==> src/ttr_pkg.sv <==
// ---------------------------------------------------------------------------
// ttr_pkg
// shared constants and types for the tiled triangle rasterizer
// ---------------------------------------------------------------------------
package ttr_pkg;

  localparam int FRAC_BITS  = 6;
  localparam int ADDR_W     = 10;
  localparam int WORD_W     = 32;
  localparam int POS_W      = 16;   // signed edge position, 8.6 plus sign/headroom
  localparam int DIV_W      = 15;   // dividend magnitude width (255 << 6)
  localparam int DY_W       = 7;
  localparam int STORE_WORDS = 1 << ADDR_W;

  localparam logic [WORD_W-1:0] PLANE_MASK = 32'h8888_8888;
  localparam logic [WORD_W-1:0] LEFT_FULL  = 32'h0FFF_FFFF;
  localparam logic [WORD_W-1:0] ALL_ONES   = 32'hFFFF_FFFF;

  localparam logic KIND_DRAW = 1'b0;
  localparam logic KIND_READ = 1'b1;

  // divider request / response between sequencer and divider
  typedef struct packed {
    logic                    start;
    logic signed [POS_W-1:0] num;
    logic [DY_W-1:0]         den;
  } ttr_div_req_t;

  typedef struct packed {
    logic                    busy;
    logic                    done;
    logic signed [POS_W-1:0] quo;
  } ttr_div_rsp_t;

endpackage

==> src/ttr_div.sv <==
// ---------------------------------------------------------------------------
// ttr_div
// iterative signed divider, truncating toward zero, one quotient bit a cycle
// ---------------------------------------------------------------------------
module ttr_div (
  input  logic                 clk,
  input  logic                 rst_n,
  input  ttr_pkg::ttr_div_req_t req,
  output ttr_pkg::ttr_div_rsp_t rsp
);

  logic                       busy_r, busy_nxt;
  logic                       done_r, done_nxt;
  logic [3:0]                 cnt_r, cnt_nxt;
  logic                       neg_r, neg_nxt;
  logic [ttr_pkg::DIV_W-1:0]  q_r, q_nxt;
  logic [ttr_pkg::DY_W:0]     rem_r, rem_nxt;
  logic [ttr_pkg::DY_W-1:0]   den_r, den_nxt;
  logic [ttr_pkg::DY_W+1:0]   trial;
  logic [ttr_pkg::POS_W-1:0]  mag;

  always_comb begin
    mag = req.num[ttr_pkg::POS_W-1] ? (~req.num + 1'b1) : req.num;
    trial = {rem_r, q_r[ttr_pkg::DIV_W-1]} - {2'b00, den_r};
  end

  // restoring division on the magnitude
  always_comb begin
    busy_nxt = busy_r;
    done_nxt = 1'b0;
    cnt_nxt  = cnt_r;
    neg_nxt  = neg_r;
    q_nxt    = q_r;
    rem_nxt  = rem_r;
    den_nxt  = den_r;
    if (req.start) begin
      busy_nxt = 1'b1;
      cnt_nxt  = 4'(ttr_pkg::DIV_W);
      neg_nxt  = req.num[ttr_pkg::POS_W-1];
      q_nxt    = mag[ttr_pkg::DIV_W-1:0];
      rem_nxt  = '0;
      den_nxt  = req.den;
    end else if (busy_r) begin
      if (!trial[ttr_pkg::DY_W+1]) begin
        rem_nxt = trial[ttr_pkg::DY_W:0];
        q_nxt   = {q_r[ttr_pkg::DIV_W-2:0], 1'b1};
      end else begin
        rem_nxt = {rem_r[ttr_pkg::DY_W-1:0], q_r[ttr_pkg::DIV_W-1]};
        q_nxt   = {q_r[ttr_pkg::DIV_W-2:0], 1'b0};
      end
      cnt_nxt = cnt_r - 4'd1;
      if (cnt_r == 4'd1) begin
        busy_nxt = 1'b0;
        done_nxt = 1'b1;
      end
    end
  end

  always_ff @(posedge clk) begin
    if (!rst_n) begin
      busy_r <= 1'b0;
      done_r <= 1'b0;
      cnt_r  <= '0;
    end else begin
      busy_r <= busy_nxt;
      done_r <= done_nxt;
      cnt_r  <= cnt_nxt;
    end
    neg_r <= neg_nxt;
    q_r   <= q_nxt;
    rem_r <= rem_nxt;
    den_r <= den_nxt;
  end

  // sign restore
  logic signed [ttr_pkg::POS_W-1:0] qext;
  assign qext     = ttr_pkg::POS_W'({1'b0, q_r});
  assign rsp.busy = busy_r;
  assign rsp.done = done_r;
  assign rsp.quo  = neg_r ? -qext : qext;

endmodule

==> config.mk <==
export PLATFORM = sky130hd
export DESIGN_NAME = ttr_div
export DESIGN_NICKNAME = d
export VERILOG_FILES = /design/src/ttr_pkg.sv /design/src/ttr_div.sv
export SDC_FILE = /design/constraint.sdc
export NUM_CORES = 1
export LEC_CHECK = 0
export BUFFER_PORTS_ARGS = -buffer_cell sky130_fd_sc_hd__buf_4
export CAP_MARGIN = 0
export CORE_UTILIZATION = 35
export DETAILED_ROUTE_END_ITERATION = 6
export SLEW_MARGIN = 25
export SYNTH_ARGS = -nofsm -noshare
export SYNTH_HDL_FRONTEND = slang
export SYNTH_SLANG_ARGS = --single-unit
==> constraint.sdc <==
create_clock -name clk -period 3.25 [get_ports clk]
set_clock_uncertainty 0.1 [all_clocks]
set_input_delay 0.1625 -clock clk [delete_from_list [all_inputs] [get_ports clk]]
set_output_delay 0.1625 -clock clk [all_outputs]
set_load 0.005 [all_outputs]
==> impl_metrics.py <==
metrics = {
    "status": {
        "status": "finished, final reports clean",
    },
    "cells_and_area": {
        "fin_nets": 366,
        "drive_gt1_share_pct": 17.63,
        "fin_util_pct": 45.00,
        "final_area_mm2": 0.003108,
        "n_antenna_cell": 0,
        "multi_input_area_mm2": 0.001443,
        "nFillCells": 705,
        "final_cells": 425,
        "regArea_um2": 970.9,
        "syn_to_final_growth_pct": 21.88,
    },
    "cts": {
        "cts_sinks": 37,
        "cts.path.max_buffers": 2,
        "clock_latency_ns": 0.29,
        "cts_max_level": 2,
        "tritoncts": "yes",
        "cts_setup_buffers": 0,
        "root_buffer": "clkbuf_8",
        "clkTransAtPathRegs_ns": 0.07,
        "cts_buffers": 5,
    },
    "synth": {
        "postSynthCellCount": 286,
        "synthArstFlopShare_pct": 0,
        "ys_ff_latch": 37,
        "syn_area_mm2": 0.002550,
        "ys_types": 51,
        "synth_edf_count": 23,
        "ys.flop_type": "edfxtp_1",
        "synth-warning-count": 0,
        "syn_area_per_cell_um2": 8.916,
        "synth_fp_nets": 324,
        "yosysSeqAreaShare_pct": 38.08,
    },
    "timing": {
        "rsz0062_at_grt": "false",
        "hold_ws_ns": 0.02093,
        "max_slew.worst_pin.slew_ns": 0.8832,
        "fin_tns_setup_ns": 0,
        "fin_crit_sh_pct": 88.03,
        "setup-violations-final": 0,
        "slew_viol_final": 0,
        "fin_crit_ns": 2.861,
        "fmax_mhz": 349.5,
        "max_slew_margin_pct": 41.04,
        "setup_slack_ns": 0.3891,
        "hold_violations": 0,
    },
    "setup_path": {
        "worstSetupPathType": "reg2reg",
        "crit_required_ns": 3.35,
        "startpoint_type": "flip-flop",
        "worstPathCellList": "inv_1, ha_1, fa_1, nand2b_1, a21oi_1, o41ai_2, or4_1, a311oi_1",
        "crit_fanout": 9,
        "worstSetupEndpointType": "flip-flop",
        "cp_data_arrival_time_ns": 2.96,
        "cp_slowest_cell": "or4_1",
        "slowest_delay_ns": 0.52,
    },
    "detailed_routing": {
        "ant_nets": 0,
        "vias": 2125,
        "wire_per_inst_um": 12.99,
        "dr.pass1.iters": 4,
        "via_per_inst": 5.000,
        "drtIter0Drc": 102,
        "wl_um": 5521,
        "route.detailed.drc": 0,
    },
    "placed_design": {
        "placement.cell_area_mm2": 0.002928,
        "port-buffer-count": 43,
        "gp_congestion": 0.8285,
        "dpl.hpwl_um": 4062,
        "post-place-ws_ns": 0.4039,
        "dp.cells": 410,
    },
    "grt": {
        "overflow": 0,
        "grt_usage_pct": 15.77,
        "antenna_found_initial": 0,
        "grt_pass1_vias": 1880,
        "grt_pass1_wl_um": 9280,
        "grt_max_degree": 58,
    },
    "floorplan": {
        "dieArea_mm2": 0.007631,
        "io_pins": 44,
        "die_x_um": 87.36,
        "start_util_pct": 36.92,
        "core-area_mm2": 0.006907,
        "die_h_um": 87.36,
        "num_rows": 30,
    },
    "flow_run": {
        "maxCapViolCount": 0,
    },
    "power_and_ir_drop": {
        "finalPower_mw": 1.421,
        "ir_drop_uv": 280.8,
        "p_leak_nw": 1.232,
        "power_density_mw_per_mm2": 457.4,
    },
    "hold_path": {
        "min-delay-path-class": "in2reg",
    },
}
==> layout by cell type, fill, tap and decap left out, types with 2 or more instances in the layout <==
master | synthesis | routed
buf_4 | 3 | 44
nor2_1 | 35 | 35
edfxtp_1 | 23 | 23
a21oi_1 | 21 | 21
nand2_1 | 18 | 18
xnor2_1 | 18 | 18
inv_1 | 17 | 17
o21ai_0 | 17 | 17
dfxtp_1 | 14 | 14
xor2_1 | 12 | 12
ha_1 | 11 | 11
nand2b_1 | 7 | 7
a311oi_1 | 7 | 7
dlygate4sd3_1 | 0 | 7
nand3_1 | 6 | 6
nor2b_1 | 6 | 6
o21a_1 | 6 | 6
o31ai_1 | 5 | 5
clkbuf_8 | 0 | 5
or4_1 | 3 | 3
o41ai_1 | 3 | 3
nand4_1 | 3 | 3
nor3b_1 | 3 | 3
or2_2 | 2 | 2
nor4_1 | 2 | 2
o21ai_1 | 2 | 2
a211o_1 | 2 | 2
o2111ai_1 | 2 | 2
nor3_1 | 2 | 2
or3_1 | 2 | 2
nand3b_1 | 2 | 2
==> worst paths after layout <==
check                                           start               endpoint  slack [ns]  cells after the start
worst max-delay path                q_r[14]$_DFFE_PP_  rem_r[4]$_SDFFE_PP0P_        0.39                      8
worst min-delay path                            rst_n  cnt_r[0]$_SDFFE_PN0P_        0.02                      2
worst max register to register      q_r[14]$_DFFE_PP_  rem_r[4]$_SDFFE_PP0P_        0.39                      8
worst min register to register  rem_r[3]$_SDFFE_PP0P_  rem_r[3]$_SDFFE_PP0P_        0.42                      2
==> cells by family (layout without fill, tap and decap cells) <==
kind of cell	after synthesis	after routing	share of synthesized area [%]
AND/OR/NAND/NOR	95	95	18.60
AO/OA/AOI/OAI	77	77	20.56
flip-flops	37	37	38.08
buffers and inverters	33	76	5.348
XOR/XNOR	30	30	10.30
adder cells (fa/ha/maj)	12	12	6.182
multiplexers	2	2	0.9322
==> critical path, delay by kind of cell (launching register included) <==
| family | cells | cell delay, ns |
|---|---|---|
| adders and majority gates | 2 | 0.60 |
| and+or+nand+nor | 2 | 0.72 |
| AOI/OAI and AO/OA | 3 | 0.85 |
| buffers and inverters | 1 | 0.06 |
| DFF | 1 | 0.43 |
==> report_power, final <==
group | internal, mW | switching [mW]
Clock | 0.226 | 0.168
Sequential | 0.555 | 0.0561
Combinational | 0.209 | 0.208
Total | 0.990 | 0.431
==> state kept, by name, summed over array words and instances, names as in the netlist <==
name and cells:
cnt_r 4, neg_r 1, den_r 7, q_r 15, rem_r 8, done_r 1
busy_r 1
==> per-layer routing <==
layer / part of all wire (%) / up-vias / GRT usage, %
met3: 4.9 / 2 / 3.507
met4: 0.56 / 0 / 4.024
li1: - / 1122 / -
met2: 41 / 44 / 21.59
met1: 53 / 957 / 24.51
met5: 0 / - / 0
==> Yosys cell counts, types with 5 or more instances <==
cell type	instances	area (um^2)
edfxtp_1	23	690.7
xor2_1	12	105.1
nand2b_1	7	43.79
inv_1	17	63.81
o21a_1	6	45.04
a311oi_1	7	61.31
nand3_1	6	30.03
o21ai_0	17	85.08
nor2_1	35	131.4
nor2b_1	6	37.54
ha_1	11	137.6
xnor2_1	18	157.7
nand2_1	18	67.56
a21oi_1	21	105.1
clkbuf_1	10	37.54
o31ai_1	5	37.54
dfxtp_1	14	280.3
==> layout make-up <==
class | count | share of cell area (%)
clock inverter | 3 | 1.329
sequential | 37 | 31.24
tap | 96 | 3.865
inverter | 17 | 2.053
clock buffer | 5 | 2.214
timing repair buffer | 51 | 12.88
multi-input combinational | 216 | 46.42
==> what timing repair did <==
action | in CTS | in global routing
gates resized for setup | 0 | 0
hold endpoints to repair | 7 | 0
endpoints found under the setup margin | 0 | 0
hold buffers | 7 | 0
Power figures use the tool's default switching activity.
